[src/hw/rtl/u2u8_pkg.sv]
// Package: constants, job type and byte builders for the UTF-16 to UTF-8 stream.
package u2u8_pkg;

  localparam int unsigned MaxBytes   = 7;
  localparam int unsigned CountW     = $clog2(MaxBytes + 1);
  localparam int unsigned IdxW       = $clog2(MaxBytes);
  localparam int unsigned QueueDepth = 2;
  localparam int unsigned QPtrW      = (QueueDepth > 1) ? $clog2(QueueDepth) : 1;
  localparam int unsigned QCntW      = $clog2(QueueDepth + 1);

  localparam logic [5:0]  HighPrefix = 6'b110110;  // 0xD800..0xDBFF
  localparam logic [5:0]  LowPrefix  = 6'b110111;  // 0xDC00..0xDFFF
  localparam logic [20:0] PairBase   = 21'h10000;
  localparam logic [7:0]  Lead2      = 8'hC0;
  localparam logic [7:0]  Lead3      = 8'hE0;
  localparam logic [7:0]  Lead4      = 8'hF0;
  localparam logic [7:0]  ContMark   = 8'h80;
  localparam logic [7:0]  TermByte   = 8'h00;

  // One job: bytes are shifted in, so the first byte sits at index nbytes-1.
  typedef struct packed {
    logic [MaxBytes-1:0][7:0] bytes;
    logic [CountW-1:0]        nbytes;
    logic                     term;
  } u2u8_job_t;

  function automatic u2u8_job_t push_byte(u2u8_job_t job, logic [7:0] b);
    u2u8_job_t r;
    r        = job;
    r.bytes  = {job.bytes[MaxBytes-2:0], b};
    r.nbytes = job.nbytes + CountW'(1);
    return r;
  endfunction

  function automatic u2u8_job_t push_three(u2u8_job_t job, logic [15:0] u);
    u2u8_job_t r;
    r = push_byte(job, Lead3 | {4'h0, u[15:12]});
    r = push_byte(r, ContMark | {2'b00, u[11:6]});
    r = push_byte(r, ContMark | {2'b00, u[5:0]});
    return r;
  endfunction

endpackage

[src/hw/rtl/u2u8_in_if.sv]
// Input channel: one UTF-16 code unit per item.
interface u2u8_in_if;
  logic        valid;
  logic        ready;
  logic [15:0] code_unit;
  logic        last_unit;

  modport source (output valid, output code_unit, output last_unit, input ready);
  modport sink   (input valid, input code_unit, input last_unit, output ready);
endinterface

[src/hw/rtl/u2u8_out_if.sv]
// Output channel: one UTF-8 byte per item.
interface u2u8_out_if;
  logic       valid;
  logic       ready;
  logic [7:0] out_byte;
  logic       string_end;
  logic       run_last;

  modport source (output valid, output out_byte, output string_end, output run_last,
                  input ready);
  modport sink   (input valid, input out_byte, input string_end, input run_last,
                  output ready);
endinterface

[src/hw/rtl/u2u8_front.sv]
// Front end: surrogate tracking and expansion of each code unit into a byte job.
module u2u8_front (
  input  logic                 clk_i,
  input  logic                 rst_ni,
  input  logic                 in_valid_i,
  input  logic [15:0]          code_unit_i,
  input  logic                 last_unit_i,
  input  logic                 q_full_i,
  output logic                 in_ready_o,
  output logic                 push_o,
  output u2u8_pkg::u2u8_job_t  job_o
);

  logic [9:0]  held_high_q, held_high_d;
  logic        held_valid_q, held_valid_d;
  logic        stopped_q, stopped_d;

  logic        accept;
  logic        is_high, is_low;
  logic [20:0] pair_code;
  u2u8_pkg::u2u8_job_t job;

  assign in_ready_o = !q_full_i;
  assign accept     = in_valid_i && !q_full_i;
  assign is_high    = code_unit_i[15:10] == u2u8_pkg::HighPrefix;
  assign is_low     = code_unit_i[15:10] == u2u8_pkg::LowPrefix;
  assign pair_code  = u2u8_pkg::PairBase + {1'b0, held_high_q, code_unit_i[9:0]};

  always_comb begin
    job          = '0;
    held_high_d  = held_high_q;
    held_valid_d = held_valid_q;
    stopped_d    = stopped_q;
    if (stopped_q) begin
      // string already ended by a zero unit: swallow until the buffer's last unit
      if (last_unit_i) begin
        stopped_d = 1'b0;
      end
    end else if (held_valid_q && is_low) begin
      job = u2u8_pkg::push_byte(job, u2u8_pkg::Lead4 | {5'b0, pair_code[20:18]});
      job = u2u8_pkg::push_byte(job, u2u8_pkg::ContMark | {2'b0, pair_code[17:12]});
      job = u2u8_pkg::push_byte(job, u2u8_pkg::ContMark | {2'b0, pair_code[11:6]});
      job = u2u8_pkg::push_byte(job, u2u8_pkg::ContMark | {2'b0, pair_code[5:0]});
      held_valid_d = 1'b0;
      held_high_d  = '0;
      if (last_unit_i) begin
        job      = u2u8_pkg::push_byte(job, u2u8_pkg::TermByte);
        job.term = 1'b1;
      end
    end else begin
      if (held_valid_q) begin
        // unpaired high surrogate goes out on its own
        job = u2u8_pkg::push_three(job, {u2u8_pkg::HighPrefix, held_high_q});
        held_valid_d = 1'b0;
        held_high_d  = '0;
      end
      if (code_unit_i == 16'h0000) begin
        stopped_d = !last_unit_i;
      end else if (code_unit_i[15:7] == '0) begin
        job = u2u8_pkg::push_byte(job, code_unit_i[7:0]);
      end else if (code_unit_i[15:11] == '0) begin
        job = u2u8_pkg::push_byte(job, u2u8_pkg::Lead2 | {3'b0, code_unit_i[10:6]});
        job = u2u8_pkg::push_byte(job, u2u8_pkg::ContMark | {2'b0, code_unit_i[5:0]});
      end else if (is_high && !last_unit_i) begin
        held_high_d  = code_unit_i[9:0];
        held_valid_d = 1'b1;
      end else begin
        job = u2u8_pkg::push_three(job, code_unit_i);
      end
      if (code_unit_i == 16'h0000 || last_unit_i) begin
        job      = u2u8_pkg::push_byte(job, u2u8_pkg::TermByte);
        job.term = 1'b1;
      end
    end
  end

  assign push_o = accept && (job.nbytes != '0);
  assign job_o  = job;

  always_ff @(posedge clk_i or negedge rst_ni) begin
    if (!rst_ni) begin
      held_high_q  <= '0;
      held_valid_q <= 1'b0;
      stopped_q    <= 1'b0;
    end else if (accept) begin
      held_high_q  <= held_high_d;
      held_valid_q <= held_valid_d;
      stopped_q    <= stopped_d;
    end
  end

endmodule

[src/hw/rtl/u2u8_queue.sv]
// Short job queue between front end and byte serializer.
module u2u8_queue (
  input  logic                 clk_i,
  input  logic                 rst_ni,
  input  logic                 push_i,
  input  u2u8_pkg::u2u8_job_t  push_job_i,
  input  logic                 pop_i,
  output u2u8_pkg::u2u8_job_t  pop_job_o,
  output logic                 full_o,
  output logic                 empty_o
);

  u2u8_pkg::u2u8_job_t mem_q [u2u8_pkg::QueueDepth];

  logic [u2u8_pkg::QPtrW-1:0] wr_ptr_q, wr_ptr_d;
  logic [u2u8_pkg::QPtrW-1:0] rd_ptr_q, rd_ptr_d;
  logic [u2u8_pkg::QCntW-1:0] count_q, count_d;
  logic                       do_push, do_pop;

  assign full_o    = count_q == u2u8_pkg::QCntW'(u2u8_pkg::QueueDepth);
  assign empty_o   = count_q == '0;
  assign do_push   = push_i && !full_o;
  assign do_pop    = pop_i && !empty_o;
  assign pop_job_o = mem_q[rd_ptr_q];

  function automatic logic [u2u8_pkg::QPtrW-1:0] ptr_inc(logic [u2u8_pkg::QPtrW-1:0] p);
    return (p == u2u8_pkg::QPtrW'(u2u8_pkg::QueueDepth - 1)) ? '0 : p + u2u8_pkg::QPtrW'(1);
  endfunction

  always_comb begin
    wr_ptr_d = do_push ? ptr_inc(wr_ptr_q) : wr_ptr_q;
    rd_ptr_d = do_pop  ? ptr_inc(rd_ptr_q) : rd_ptr_q;
    count_d  = count_q;
    if (do_push && !do_pop) begin
      count_d = count_q + u2u8_pkg::QCntW'(1);
    end else if (do_pop && !do_push) begin
      count_d = count_q - u2u8_pkg::QCntW'(1);
    end
  end

  always_ff @(posedge clk_i) begin
    if (do_push) begin
      mem_q[wr_ptr_q] <= push_job_i;
    end
  end

  always_ff @(posedge clk_i or negedge rst_ni) begin
    if (!rst_ni) begin
      wr_ptr_q <= '0;
      rd_ptr_q <= '0;
      count_q  <= '0;
    end else begin
      wr_ptr_q <= wr_ptr_d;
      rd_ptr_q <= rd_ptr_d;
      count_q  <= count_d;
    end
  end

endmodule

[src/hw/rtl/u2u8_back.sv]
// Back end: serializes one job into output bytes, one per cycle while out_ready_i is high.
module u2u8_back (
  input  logic                 clk_i,
  input  logic                 rst_ni,
  input  logic                 q_empty_i,
  input  u2u8_pkg::u2u8_job_t  q_job_i,
  output logic                 q_pop_o,
  output logic                 out_valid_o,
  input  logic                 out_ready_i,
  output logic [7:0]           out_byte_o,
  output logic                 string_end_o,
  output logic                 run_last_o
);

  u2u8_pkg::u2u8_job_t         cur_q, cur_d;
  logic [u2u8_pkg::IdxW-1:0]   idx_q, idx_d;
  logic                        busy_q, busy_d;
  logic                        at_end, done;

  assign at_end = idx_q == '0;
  assign done   = busy_q && out_ready_i && at_end;
  // load the next job while the last byte of the current one goes out
  assign q_pop_o = !q_empty_i && (!busy_q || done);

  always_comb begin
    cur_d  = cur_q;
    idx_d  = idx_q;
    busy_d = busy_q;
    if (q_pop_o) begin
      cur_d  = q_job_i;
      idx_d  = u2u8_pkg::IdxW'(q_job_i.nbytes - u2u8_pkg::CountW'(1));
      busy_d = 1'b1;
    end else if (done) begin
      busy_d = 1'b0;
    end else if (busy_q && out_ready_i) begin
      idx_d = idx_q - u2u8_pkg::IdxW'(1);
    end
  end

  assign out_valid_o  = busy_q;
  assign out_byte_o   = cur_q.bytes[idx_q];
  assign run_last_o   = at_end;
  assign string_end_o = at_end && cur_q.term;

  always_ff @(posedge clk_i) begin
    cur_q <= cur_d;
  end

  always_ff @(posedge clk_i or negedge rst_ni) begin
    if (!rst_ni) begin
      idx_q  <= '0;
      busy_q <= 1'b0;
    end else begin
      idx_q  <= idx_d;
      busy_q <= busy_d;
    end
  end

endmodule

[src/hw/rtl/utf16_to_utf8_stream.sv]
// Top level: streaming UTF-16 to UTF-8 transcoder.
//
// in_i carries one UTF-16 code unit per item, with last_unit on the final
// unit of a string buffer. out_o carries one UTF-8 byte per item; run_last
// marks the final byte caused by an input unit and string_end marks the
// zero terminator sent after a zero unit or after the last unit.
// A high surrogate that is not the last unit is held until the next unit; a
// following low surrogate makes a 4-byte sequence, otherwise the held unit goes out as 3 bytes.
// After a zero unit that is not last, units are dropped up to the last unit.
// With the serializer idle, an accepted unit's job is written into the queue,
// then loaded into the serializer register, which puts its first byte on out_o.
// Throughput: the byte serializer sends one byte per cycle while out_o.ready is
// high and jobs are queued; a unit makes 1 to 7 bytes, and a unit that makes
// no byte pushes no job. The front end takes a unit every cycle while the
// two-entry job queue has room, so it keeps working while out_o stalls.
// Reset clears the held surrogate, the stopped flag, the queue and the
// serializer; nothing is in flight after reset. When out_o.ready is low the
// current byte holds, then the queue fills and in_i.ready drops.
module utf16_to_utf8_stream (
  input  logic clk_i,
  input  logic rst_ni,
  u2u8_in_if.sink    in_i,
  u2u8_out_if.source out_o
);

  u2u8_pkg::u2u8_job_t push_job;
  u2u8_pkg::u2u8_job_t pop_job;
  logic                push, pop, q_full, q_empty;

  u2u8_front u_front (
    .clk_i       (clk_i),
    .rst_ni      (rst_ni),
    .in_valid_i  (in_i.valid),
    .code_unit_i (in_i.code_unit),
    .last_unit_i (in_i.last_unit),
    .q_full_i    (q_full),
    .in_ready_o  (in_i.ready),
    .push_o      (push),
    .job_o       (push_job)
  );

  u2u8_queue u_queue (
    .clk_i      (clk_i),
    .rst_ni     (rst_ni),
    .push_i     (push),
    .push_job_i (push_job),
    .pop_i      (pop),
    .pop_job_o  (pop_job),
    .full_o     (q_full),
    .empty_o    (q_empty)
  );

  u2u8_back u_back (
    .clk_i        (clk_i),
    .rst_ni       (rst_ni),
    .q_empty_i    (q_empty),
    .q_job_i      (pop_job),
    .q_pop_o      (pop),
    .out_valid_o  (out_o.valid),
    .out_ready_i  (out_o.ready),
    .out_byte_o   (out_o.out_byte),
    .string_end_o (out_o.string_end),
    .run_last_o   (out_o.run_last)
  );

`ifndef SYNTHESIS
  a_no_push_full: assert property (@(posedge clk_i) disable iff (!rst_ni)
    push |-> !q_full)
    else $error("job pushed into full queue");

  a_job_size: assert property (@(posedge clk_i) disable iff (!rst_ni)
    push |-> (push_job.nbytes != '0) &&
             (push_job.nbytes <= u2u8_pkg::CountW'(u2u8_pkg::MaxBytes)))
    else $error("job byte count out of range");

  a_end_is_last: assert property (@(posedge clk_i) disable iff (!rst_ni)
    out_o.valid && out_o.string_end |-> out_o.run_last && out_o.out_byte == 8'h00)
    else $error("terminator not last byte of its unit");

  a_term_only_at_end: assert property (@(posedge clk_i) disable iff (!rst_ni)
    push && push_job.term |-> push_job.bytes[0] == u2u8_pkg::TermByte)
    else $error("terminated job does not end in zero byte");
`endif

endmodule
[src/flat_wrapper.sv]
// flat-port wrapper written by rule: the top's interface ports become plain ports
module utf16_to_utf8_stream_flat 
  (clk_i, rst_ni, in_i_valid, in_i_code_unit, in_i_last_unit, in_i_ready, out_o_valid, out_o_out_byte, out_o_string_end, out_o_run_last, out_o_ready);
  u2u8_in_if in_i_i ();
  u2u8_out_if out_o_i ();
  input  logic clk_i;
  input  logic rst_ni;
  input wire logic [$bits(in_i_i.valid)-1:0] in_i_valid;
  input wire logic [$bits(in_i_i.code_unit)-1:0] in_i_code_unit;
  input wire logic [$bits(in_i_i.last_unit)-1:0] in_i_last_unit;
  output wire logic [$bits(in_i_i.ready)-1:0] in_i_ready;
  output wire logic [$bits(out_o_i.valid)-1:0] out_o_valid;
  output wire logic [$bits(out_o_i.out_byte)-1:0] out_o_out_byte;
  output wire logic [$bits(out_o_i.string_end)-1:0] out_o_string_end;
  output wire logic [$bits(out_o_i.run_last)-1:0] out_o_run_last;
  input wire logic [$bits(out_o_i.ready)-1:0] out_o_ready;
  assign in_i_i.valid = in_i_valid;
  assign in_i_i.code_unit = in_i_code_unit;
  assign in_i_i.last_unit = in_i_last_unit;
  assign in_i_ready = in_i_i.ready;
  assign out_o_valid = out_o_i.valid;
  assign out_o_out_byte = out_o_i.out_byte;
  assign out_o_string_end = out_o_i.string_end;
  assign out_o_run_last = out_o_i.run_last;
  assign out_o_i.ready = out_o_ready;
  utf16_to_utf8_stream u_core (.clk_i(clk_i), .rst_ni(rst_ni), .in_i(in_i_i), .out_o(out_o_i));
endmodule
[config.mk]
export PLATFORM = sky130hd
export DESIGN_NAME = utf16_to_utf8_stream_flat
export DESIGN_NICKNAME = d
export VERILOG_FILES = /design/src/hw/rtl/u2u8_pkg.sv /design/src/hw/rtl/u2u8_in_if.sv /design/src/hw/rtl/u2u8_out_if.sv /design/src/hw/rtl/u2u8_front.sv /design/src/hw/rtl/u2u8_queue.sv /design/src/hw/rtl/u2u8_back.sv /design/src/hw/rtl/utf16_to_utf8_stream.sv /design/src/flat_wrapper.sv
export SDC_FILE = /design/constraint.sdc
export NUM_CORES = 1
export LEC_CHECK = 0
export BUFFER_PORTS_ARGS = -buffer_cell sky130_fd_sc_hd__buf_4
export CAP_MARGIN = 20
export CORE_ASPECT_RATIO = 1.2
export CORE_MARGIN = 3
export CORE_UTILIZATION = 40
export DETAILED_ROUTE_END_ITERATION = 12
export GPL_TIMING_DRIVEN = 1
export HOLD_SLACK_MARGIN = 0.08
export SETUP_SLACK_MARGIN = 0.1
export SYNTH_ARGS = -nofsm -noshare
export SYNTH_HDL_FRONTEND = slang
export SYNTH_SLANG_ARGS = --single-unit
[constraint.sdc]
create_clock -name clk_i -period 3.7 [get_ports clk_i]
set_clock_uncertainty 0.15 [all_clocks]
set_input_delay 0.37 -clock clk_i [delete_from_list [all_inputs] [get_ports clk_i]]
set_output_delay 0.37 -clock clk_i [all_outputs]
set_load 0.01 [all_outputs]
# Yosys cells after proc, flatten, opt, wreduce, memory -nomap -nowiden
# Memory sizes are Yosys's and may differ from the RTL's.
# Cells that the tools add are included.
# Widths: inputs -> output; s select.
word_totals:
  register_bits: 77
  ramBits: 120
  out_inout_bits: 12
  wordCells: 106
  mem_count: 1
memory_table:
  columns: ["memory", "depth", "word_bits", "rd", "rd_clocked_by_memory_dff", "write_ports", "line", "text"]
  rows:
  - ["u_core.u_queue.mem_q", 2, 60, 1, 0, 1, "u2u8_queue.sv:13", "u2u8_pkg::u2u8_job_t mem_q [u2u8_pkg::QueueDepth];"]
classes:
  addsub: 11
  order_cmp: 1
  eq_ne: 4
  muxes: 41
  n_bitwise: 1
  n_reduce_logical: 31
ops:
  columns: ["operator", "n"]
  rows:
  - ["$mux 60", 11]
  - ["$mux 10", 6]
  - ["$mux 44", 1]
  - ["$mux 28", 1]
  - ["$bmux 8 s3", 1]
  - ["$add 17x20->21 const A", 1]
  - ["$logic_not 16->1", 1]
  - ["$mux 1", 15]
  - ["$add 3x1->3 const B", 4]
  - ["$eq 6x6->1 const B", 2]
  - ["$logic_and 1x1->1", 12]
  - ["$logic_not 9->1", 1]
  - ["$mux 3", 3]
  - ["$mux 8", 1]
  - ["$logic_not 1->1", 6]
  - ["$reduce_bool 2->1", 3]
  - ["$sub 3x1->3 const B", 2]
  - ["$logic_not 5->1", 1]
  - ["$lt 3x4->1 const B", 1]
  - ["$mux 2", 2]
  - ["$reduce_and 2->1", 2]
  - ["$logic_not 3->1", 1]
  - ["$reduce_bool 3->1", 1]
  - ["$add 1x1->1 const B", 2]
  - ["other kinds (7)", 8]

# Longest topological paths before layout
# Gate-level depths: netlist of the first run.
logic_depth:
  ltp_word: 24
  mapped_depth: 17

# By module
# A second synthesis of the first run with hierarchy kept.
unflattened:
  cells_unflattened: 729
  hier_area_um2: 9902.0
by_module_without_submodules:
  columns: ["module", "n_inst", "cells_each", "area_each_um2", "seq_area_each_um2"]
  rows:
  - ["u2u8_queue", 1, 206, 4828.4, 3703.6]
  - ["u2u8_front", 1, 380, 2553.7, 300.3]
  - ["u2u8_back", 1, 143, 2519.9, 1811.7]

# Worst setup path after synthesis of the first run
# No wires, ideal clock.
synth_timing:
  path_type: "input -> register"
  startpoint: "input port in_i_last_unit"
  endpoint: "memory u_core.u_queue.mem_q[0][0] (netlist bit) (enable)"
  arrival_ns: 3.814
  required_time_ns: 3.133
  slack_ns: -0.681
  path_stages: 13
  path_cell_list: "clkbuf_1 -> nor4bb_1 -> nand2_1 -> inv_1 -> ha_1 -> o21ai_0 -> o31ai_2 -> a21boi_0 -> ha_1 -> nor2_1 -> a211o_1 -> inv_1 -> o31a_1"
synth_rtl:
  columns: ["item", "line", "text"]
  rows:
  - ["from (decl)", "flat_wrapper.sv:10", "input wire logic [$bits(in_i_i.last_unit)-1:0] in_i_last_unit;"]
  - ["to (decl)", "u2u8_queue.sv:13", null]

==> impl_metrics.csv, run 1 <==
group,metric,value,unit
route,final_antenna_net_count,0,
timing,fin_crit,3.49,ns
synthesis,netlist_area,8410,um2
power_and_ir_drop,p_per_area,639,nW/um2
floorplan,die_height,165,um
cells_and_area,final_cell_area,10000,um2
global_route,grt_pass1_vias,5884,
cells_and_area,nFillCells,1761,
critical_path,worst-r2r-setup-slack,0.47,ns
clock_network,cts_max_level,4,
cells_and_area,antenna_diodes,0,
clock_network,tritoncts_clock_tree,"yes",
place,dp_area,9220,um2
critical_path,crit_path_end_kind,"flop",
route,via_per_inst,5.83,
worst_hold_path,min-delay-path-class,"in -> reg",
critical_path,timing.critical_path.arrival,3.69,ns
global_route,gr-total-overflow,0,
floorplan,boundaryPins,33,
timing,timing_max_transition_violations_final,0,
timing,timing.final.crit_share,0.944,
synthesis,synth_edf_count,150,
clock_network,numCtsBuffers,17,
route,detail_route.drc_violations,0,
synthesis,yosys_warnings,0,
power_and_ir_drop,power.static_leakage,3.62,nW
route,drt_wl_total,24000,um
clock_network,cts_root_buf,"clkbuf_16",
critical_path,worst_setup_path_start_kind,"input pin",
global_route,antenna_found_initial,0,
cells_and_area,drive_above_1_share,0.285,
synthesis,avgSynthCellArea,12.6,um2
cells_and_area,finish.net_count,765,
global_route,wire_length_of_the_first_global_routing_pass,36100,um
route,drt-pass1-iter-count,5,
power_and_ir_drop,max-vdd-ir-drop,0.295,mV
cells_and_area,postLayoutCoreUtil,0.490,
route,dr_total_vias,5925,
timing,hold_viol,0,
synthesis,synth_ff_type,"edfxtp_1",
floorplan,chipWidth,138,um
critical_path,crit_path_max_fanout,5,
place,dpl.hpwl,16700,um
global_route,grt_max_degree,52,
run,max-cap-violations,0,
critical_path,timing.critical_path.required,3.90,ns
route,wl_per_cell,23.6,um
clock_network,clock_sinks,170,
floorplan,fp.coreArea,20500,um2
place,gp_congestion,0.974,
route,drt_iter0_drc,695,
floorplan,floorplan.initialDensity,0.411,
outcome,outcome,"complete, no violations",
synthesis,synth.lib_cells_used.distinct,71,
floorplan,fp-row-count,57,
timing,maxClockFrequency,286,MHz
synthesis,syn-num-nets,693,
cells_and_area,final_common_cell,"edfxtp_1",
clock_network,clockBufferDepth,2,
cells_and_area,mostFrequentLayoutCells,"edfxtp_1 (150), buf_4 (83), nand2_1 (57), mux2_2 (56), a21oi_1 (46)",
timing,grt_setup_unrepaired,"false",
global_route,track_usage,0.209,
synthesis,postSynthCellCount,666,
floorplan,area_of_the_die,22800,um2
synthesis,synth_seq_area_share,0.595,
timing,finalSetupViolations,0,
critical_path,setup.worst_path.class,"in -> reg",
timing,timing.setup.tns,0,ns
clock_network,clock_latency,0.42,ns
clock_network,worst_setup_hold_path_clk_slew,0.07,ns
place,port_buffers,32,
timing,timing.slew.headroom,0.409,
timing,tightestPinTransition,0.881,ns
synthesis,synth-async-reset-ratio,0.118,
power_and_ir_drop,total_power,6.42,mW
place,placed_cells,966,
cells_and_area,syn_to_final_growth,19.4,%
cells_and_area,final_cells,1016,
synthesis,synth_seq_cells,170,
-- per-layer routing --
metal | up-vias | part of all wire | global-route usage
met3 | 34 | 0.054 | 0.0342
met4 | 0 | 0.025 | 0.0687
li1 | 2745 | - | -
met5 | - | 0 | 0
met2 | 219 | 0.51 | 0.357
met1 | 2927 | 0.42 | 0.273
-- synth_stat cells (13+ instances only) --
cell type / count / area [um2]
nand3_1: 13 / 65.1
o21ai_0: 30 / 150
mux2_2: 56 / 631
nand2_1: 57 / 214
a211oi_1: 16 / 120
edfxtp_1: 150 / 4500
dfrtp_1: 20 / 500
mux2i_1: 26 / 260
a21oi_1: 47 / 235
clkbuf_1: 37 / 139
nor3_1: 17 / 85.1
nor2_1: 43 / 161
-- logic make-up (layout without fill, tap and decap cells) --
| family | count (synthesis) | count (layout) | share of synthesized area |
|---|---|---|---|
| DFF | 170 | 170 | 0.595 |
| buffers and inverters | 53 | 138 | 0.0249 |
| adders and majority gates | 6 | 6 | 0.00893 |
| and+or+nand+nor | 172 | 172 | 0.104 |
| AOI/OAI and AO/OA | 170 | 170 | 0.136 |
| muxes | 89 | 89 | 0.125 |
| xor gates and xnor gates | 6 | 6 | 0.00625 |
-- worst max-delay path, stage by stage --
cell	delay [ns]
dlygate4sd3_1	0.54
buf_4	0.16
or4_4	0.57
nor4_4	0.32
buf_4	0.17
nand2_2	0.05
nand2_1	0.07
ha_1	0.22
nor2_1	0.09
a211o_1	0.15
inv_2	0.07
o31a_1	0.28
ha_1	0.20
xor2_1	0.14
nor2_1	0.13
xor2_1	0.15
-- cell type report --
class | count | area, um2 | share of cell area
Tap cell | 265 | 332 | 0.0330
Multi-Input combinational cell | 443 | 3250 | 0.324
Clock buffer | 20 | 457 | 0.0455
Inverter | 8 | 30.0 | 0.00299
Clock inverter | 12 | 116 | 0.0116
Timing Repair Buffer | 98 | 851 | 0.0847
Sequential cell | 170 | 5010 | 0.499
-- power by group --
group | switching (mW) | internal [mW]
sequential | 0.190 | 2.65
clock | 0.737 | 0.969
combinational | 0.984 | 0.890
total | 1.91 | 4.51
-- sequential cells by signal (all words and copies together), names as in the netlist --
name	count
u_core.u_front.stopped_q	1
u_core.u_queue.wr_ptr_q	1
u_core.u_queue.count_q	2
u_core.u_back.cur_q	48
u_core.u_back.idx_q	3
u_core.u_front.held_valid_q	1
u_core.u_back.out_valid_o	1
u_core.u_queue.rd_ptr_q	1
u_core.u_queue.mem_q	102
u_core.u_front.held_high_q	10
-- metrics by stage --
step	worst slack, ns	hold WS, ns
global route	0.0852	0.0941
detailed placement	0.101	0.134
global placement	0.128	0.129
floorplan	-0.107	-0.0756
CTS	0.131	0.0847
finish	0.207	0.108
-- worst paths after layout --
kind / startpoint / to / cells past startpoint
setup / recovery: in_i_code_unit[2] / u_core.u_queue.count_q[1] / 16
hold / removal: in_i_code_unit[6] / u_core.u_front.held_high_q[6] / 2
setup reg to reg: u_core.u_front.held_valid_q / u_core.u_queue.mem_q[0][12] / 9
hold reg to reg: u_core.u_queue.count_q[1] / u_core.u_queue.count_q[1] / 1
max in group asynchronous: rst_ni / u_core.u_queue.rd_ptr_q / 2
min in group asynchronous: rst_ni / u_core.u_back.out_valid_o / 2
-- repair_timing --
item	in CTS	in global routing
hold buffers	8	0
setup buffers	0	6
setup endpoints to repair	0	104
gates resized for setup	0	9
hold endpoints to repair	27	0
Power figures use the tool's default switching activity.
==> inputs of run 2 (changes only) <==
--- a/config.mk
+++ b/config.mk
@@ -11,7 +11,7 @@
 export CORE_MARGIN = 3
 export CORE_UTILIZATION = 40
 export DETAILED_ROUTE_END_ITERATION = 12
-export GPL_TIMING_DRIVEN = 1
+export GPL_TIMING_DRIVEN = 0
 export HOLD_SLACK_MARGIN = 0.08
 export SETUP_SLACK_MARGIN = 0.1
 export SYNTH_ARGS = -nofsm -noshare
==> impl_metrics.csv, run 2 (synthesis results as in run 1) <==
group,metric,value,unit
global_route,met2_track_demand_over_resource,0.414,
global_route,grt_max_degree,31,
route,final_antenna_net_count,0,
timing,timing_max_transition_violations_final,0,
global_route,gr-total-overflow,0,
floorplan,boundaryPins,33,
cells_and_area,mostFrequentLayoutCells,"edfxtp_1 (150), nand2_1 (56), mux2_2 (56), a21oi_1 (47), nor2_1 (42)",
place,dp_area,9050,um2
place,dpl.hpwl,19200,um
place,place_ws,-1.09,ns
timing,tightestPinTransition,0.960,ns
timing,grt_setup_unrepaired,"false",
clock_network,clockBufferDepth,2,
route,dr_total_vias,6139,
timing,finalSetupViolations,0,
cells_and_area,largest_reg_flops,102,
timing,maxClockFrequency,288,MHz
timing,timing.slew.headroom,0.343,
power_and_ir_drop,power.static_leakage,3.46,nW
critical_path,critical-path-max-stage-delay,0.61,ns
critical_path,timing.critical_path.required,3.90,ns
critical_path,worstPathCellList,"buf_4, or4_1, nor4_4, nand2_2, nand2_1, ha_1, nor2_1, a211o_1, clkinvlp_4, o31a_1, ha_1, nor2_1, xor2_1",
cells_and_area,final_common_cell,"edfxtp_1",
place,port_buffers,32,
timing,timing.final.crit_share,0.937,
route,via_per_inst,6.06,
route,drt-pass1-iter-count,5,
worst_hold_path,min-delay-path-class,"in -> reg",
timing,fin_crit,3.47,ns
cells_and_area,top_registers,"u_core.u_queue.mem_q: 102 flops, u_core.u_back.cur_q: 48 flops, u_core.u_front.held_high_q: 10 flops",
timing,layout_setup_ws,0.232,ns
global_route,wire_length_of_the_first_global_routing_pass,39800,um
critical_path,worst_setup_path_start_kind,"input pin",
timing,hold_viol,0,
cells_and_area,finish.net_count,762,
critical_path,timing.reg2reg.worst_path_depth,14,
timing,worst_hold_margin,0.101,ns
floorplan,area_of_the_die,22800,um2
cells_and_area,nFillCells,1797,
global_route,track_usage,0.238,
global_route,gr-max-usage-layer,"met2",
global_route,met3_routing_resource_usage_after_global_routing,0.0327,
global_route,grt_util_met1,0.303,
outcome,outcome,"complete, no violations",
floorplan,fp.coreArea,20500,um2
global_route,antenna_found_initial,0,
power_and_ir_drop,total_power,6.56,mW
floorplan,floorplan.initialDensity,0.411,
run,max-cap-violations,0,
floorplan,fp-row-count,57,
clock_network,cts_max_level,4,
power_and_ir_drop,p_per_area,664,nW/um2
clock_network,clock_latency,0.43,ns
floorplan,chipWidth,138,um
clock_network,clock_sinks,170,
critical_path,crit_path_end_kind,"flop",
floorplan,die_height,165,um
critical_path,critical-path-slowest-cell,"or4_1",
critical_path,setup.worst_path.class,"in -> reg",
power_and_ir_drop,max-vdd-ir-drop,0.347,mV
route,drt_wl_total,26700,um
route,wl_per_cell,26.4,um
global_route,grt_pass1_vias,6144,
route,detail_route.drc_violations,0,
clock_network,tritoncts_clock_tree,"yes",
cells_and_area,antenna_diodes,0,
route,drt_iter0_drc,548,
worst_hold_path,holdPathStages,2,
clock_network,cts_root_buf,"clkbuf_16",
cells_and_area,drive_above_1_share,0.230,
critical_path,worst-r2r-setup-slack,0.30,ns
cells_and_area,syn_to_final_growth,17.5,%
critical_path,timing.critical_path.arrival,3.67,ns
place,gp_congestion,0.990,
cells_and_area,final_cell_area,9880,um2
critical_path,crit_path_max_fanout,8,
cells_and_area,regMostFlops,"u_core.u_queue.mem_q",
clock_network,worst_setup_hold_path_clk_slew,0.07,ns
clock_network,numCtsBuffers,17,
-- run 2: cell count changes in the layout (fill, tap and decap cells not counted), sizes merged --
| cell | delta |
|---|---|
| dlymetal6s4s | -1 |
| o31a | +1 |
| inv | +2 |
| o311a | +1 |
| clkbuf | +33 |
| bufinv | +2 |
| clkinv | -4 |
| buf | -37 |
-- run 2: through the flow --
stage / util / cells / setup TNS [ns]
2_1_floorplan: - / 666 / -5.46
3_3_place_gp: 0.439 / 963 / -120.91
3_5_place_dp: 0.442 / 967 / -93.20
4_1_cts: 0.481 / 1012 / 0
5_1_grt: 0.483 / 1013 / 0
6_report: 0.483 / 1013 / 0
-- run 2: repair_timing --
action                                 in CTS  in global routing
endpoints found under the hold margin      26                  0
buffers inserted                            5                  1
hold buffers                                7                  0
gates cloned                                2                  0
setup endpoints to repair                 109                 89
resized for setup                          11                  9
pin swaps                                   3                  3
-- run 2: final timing paths --
path	startpoint	to
setup / recovery	in_i_code_unit[6]	u_core.u_queue.count_q[1]
hold / removal	in_i_code_unit[7]	u_core.u_front.held_high_q[7]
setup reg to reg	u_core.u_front.held_valid_q	u_core.u_queue.count_q[1]
hold reg to reg	u_core.u_queue.count_q[1]	u_core.u_queue.count_q[1]
max in group asynchronous	rst_ni	u_core.u_front.held_high_q[2]
min in group asynchronous	rst_ni	u_core.u_back.out_valid_o
-- run 2: final cells by class --
cell class / count / area, um2 / area share
buffer: 44 / 183 / 0.0185
clock buffer: 20 / 447 / 0.0452
clock inverter: 12 / 163 / 0.0165
inverter: 8 / 36.3 / 0.00367
multi-input combinational: 445 / 3300 / 0.334
sequential: 170 / 5000 / 0.507
tap: 265 / 332 / 0.0336
timing repair buffer: 49 / 413 / 0.0418
-- run 2: where the power goes --
part	switching [mW]	leakage, nW	total [mW]	internal (mW)
sequential	0.147	1.65	2.80	2.65
clock	0.736	0.288	1.83	1.09
combinational	1.09	1.53	1.93	0.838
total	1.98	3.46	6.56	4.58
-- run 2: routing by layer --
metal	vias up	share of wire
li1	2737	-
met5	-	0
met3	65	0.052
met4	0	0.035
met1	3059	0.42
met2	278	0.50
-- run 2: worst max-delay path, delay by kind of cell --
family          cells  cell delay, ns
simple gates        6            1.70
fa+ha+maj           2            0.55
compound gates      2            0.52
buf+inv             2            0.34
xor+xnor            1            0.17
==> inputs of run 3 (changes only) <==
--- a/config.mk
+++ b/config.mk
@@ -10,6 +10,7 @@
 export CORE_ASPECT_RATIO = 1.2
 export CORE_MARGIN = 3
 export CORE_UTILIZATION = 40
+export CTS_BUF_LIST = sky130_fd_sc_hd__clkbuf_8 sky130_fd_sc_hd__clkbuf_16
 export DETAILED_ROUTE_END_ITERATION = 12
 export GPL_TIMING_DRIVEN = 0
 export HOLD_SLACK_MARGIN = 0.08
==> impl_metrics.csv, run 3 (synthesis results as in run 1) <==
group,metric,value,unit
cells_and_area,finish.net_count,762,
timing,finalSetupViolations,0,
route,dr_total_vias,6078,
clock_network,clockBufferDepth,2,
cells_and_area,final-seq-area,5000,um2
floorplan,die_height,165,um
place,port_buffers,32,
cells_and_area,syn_to_final_growth,17.5,%
route,drt_iter0_drc,571,
cells_and_area,nFillCells,1797,
power_and_ir_drop,max-vdd-ir-drop,0.347,mV
global_route,antenna_found_initial,0,
timing,timing.final.crit_share,0.937,
power_and_ir_drop,power.share.clock,0.277,
cells_and_area,regMostFlops,"u_core.u_queue.mem_q",
timing,tightestPinTransition,0.952,ns
clock_network,cts_root_buf,"clkbuf_16",
power_and_ir_drop,sequentialPowerShare,0.428,
power_and_ir_drop,power.static_leakage,3.47,nW
clock_network,clock_latency,0.43,ns
clock_network,clock_sinks,170,
clock_network,worst_setup_hold_path_clk_slew,0.07,ns
critical_path,timing.critical_path.arrival,3.67,ns
global_route,grt_pass1_vias,6135,
critical_path,crit_path_max_fanout,8,
critical_path,worst_setup_path_start_kind,"input pin",
critical_path,timing.critical_path.required,3.90,ns
clock_network,cts_max_level,4,
floorplan,area_of_the_die,22800,um2
run,max-cap-violations,0,
timing,maxClockFrequency,288,MHz
timing,timing.slew.headroom,0.349,
place,dpl.hpwl,19200,um
power_and_ir_drop,total_power,6.55,mW
floorplan,floorplan.initialDensity,0.411,
clock_network,tritoncts_clock_tree,"yes",
route,final_antenna_net_count,0,
cells_and_area,mostFrequentLayoutCells,"edfxtp_1 (150), nand2_1 (56), mux2_2 (56), a21oi_1 (47), nor2_1 (42)",
power_and_ir_drop,p_per_area,663,nW/um2
global_route,wire_length_of_the_first_global_routing_pass,39900,um
cells_and_area,antenna_diodes,0,
critical_path,crit_path_end_kind,"flop",
global_route,grt_max_degree,31,
outcome,outcome,"complete, no violations",
cells_and_area,multi_input_comb_area,3300,um2
timing,grt_setup_unrepaired,"false",
global_route,gr-total-overflow,0,
worst_hold_path,min-delay-path-class,"in -> reg",
cells_and_area,top_registers,"u_core.u_queue.mem_q: 102 flops, u_core.u_back.cur_q: 48 flops, u_core.u_front.held_high_q: 10 flops",
clock_network,numCtsBuffers,17,
cells_and_area,largest_reg_flops,102,
floorplan,boundaryPins,33,
route,drt_wl_total,26700,um
route,via_per_inst,6.00,
cells_and_area,drive_above_1_share,0.230,
cells_and_area,final_common_cell,"edfxtp_1",
timing,timing.setup.tns,0,ns
route,wl_per_cell,26.4,um
floorplan,fp-row-count,57,
route,detail_route.drc_violations,0,
global_route,track_usage,0.238,
power_and_ir_drop,internal_power,4.57,mW
timing,timing_max_transition_violations_final,0,
timing,fin_crit,3.47,ns
route,drt-pass1-iter-count,5,
power_and_ir_drop,netSwitchingFraction,0.301,
power_and_ir_drop,combPwrFrac,0.295,
critical_path,setup.worst_path.class,"in -> reg",
place,gp_congestion,0.990,
power_and_ir_drop,switchingPower,1.97,mW
floorplan,chipWidth,138,um
timing,hold_viol,0,
floorplan,fp.coreArea,20500,um2
==> run 3: changes by cell type in the layout (fill, tap and decap cells not counted) <==
cell	before	now
inv_1	6	8
clkbuf_1	34	32
==> run 3: cell type report <==
class | instances | area share
Buffer | 44 | 0.0185
Clock buffer | 18 | 0.0444
Sequential cell | 170 | 0.507
Timing Repair Buffer | 49 | 0.0418
Multi-Input combinational cell | 445 | 0.334
Clock inverter | 14 | 0.0172
Inverter | 8 | 0.00367
Tap cell | 265 | 0.0336
==> run 3: final timing paths <==
kind | startpoint | end | slack [ns] | depth (start not counted)
setup reg to reg | u_core.u_front.held_valid_q | u_core.u_queue.count_q[1] | 0.30 | 15
setup / recovery | in_i_code_unit[6] | u_core.u_queue.count_q[1] | 0.23 | 14
hold reg to reg | u_core.u_queue.count_q[1] | u_core.u_queue.count_q[1] | 0.36 | 1
min in group asynchronous | rst_ni | u_core.u_back.out_valid_o | 0.24 | 2
max in group asynchronous | rst_ni | u_core.u_front.held_high_q[2] | 2.90 | 2
hold / removal | in_i_code_unit[7] | u_core.u_front.held_high_q[7] | 0.1 | 2
==> run 3: through the flow <==
step                      cell area, um2  std cells  utilization  hold slack, ns  worst slack, ns
after global placement              8990        963        0.439           0.136            -1.39
final                               9880       1013        0.483          0.0986            0.232
after global routing                9880       1013        0.483           0.109            0.101
after detailed placement            9050        967        0.442           0.144            -1.09
after floorplan                     8420        666            -         -0.0756           -0.107
after CTS                           9840       1012        0.481          0.0906            0.185
==> run 3: routing by layer <==
metal  part of all wire  vias up  track usage
met5                  0        -            0
met4              0.034        0       0.0921
met3              0.044       58       0.0327
met2               0.50      252        0.415
met1               0.42     3029        0.304
li1                   -     2739            -
==> run 3: what timing repair did <==
item / 4_1_cts / 5_1_grt
buffers inserted: 5 / 1
cloned: 2 / 0
endpoints found under the setup margin: 109 / 89
hold buffers: 7 / 0
hold endpoints to repair: 26 / 0
gates resized for setup: 11 / 9
pin swaps: 3 / 3
==> run 3: worst max-delay path: stages <==
cell and delay [ns]:
buf_4 0.16, or4_1 0.62, nor4_4 0.47, nand2_2 0.25, nand2_1 0.12, ha_1 0.23, nor2_1 0.11, a211o_1 0.22
clkinvlp_4 0.17, o31a_1 0.30, ha_1 0.21, xor2_1 0.14, nor2_1 0.12, xor2_1 0.17
==> run 3: power groups by stage <==
stage	Combinational [mW]	Sequential, mW	Clock [mW]
after floorplan	1.22	2.78	0
after global placement	1.84	2.83	0
after detailed placement	1.91	2.83	0
after CTS	1.97	2.80	1.85
after global routing	2.10	2.83	1.93
final	1.93	2.80	1.82
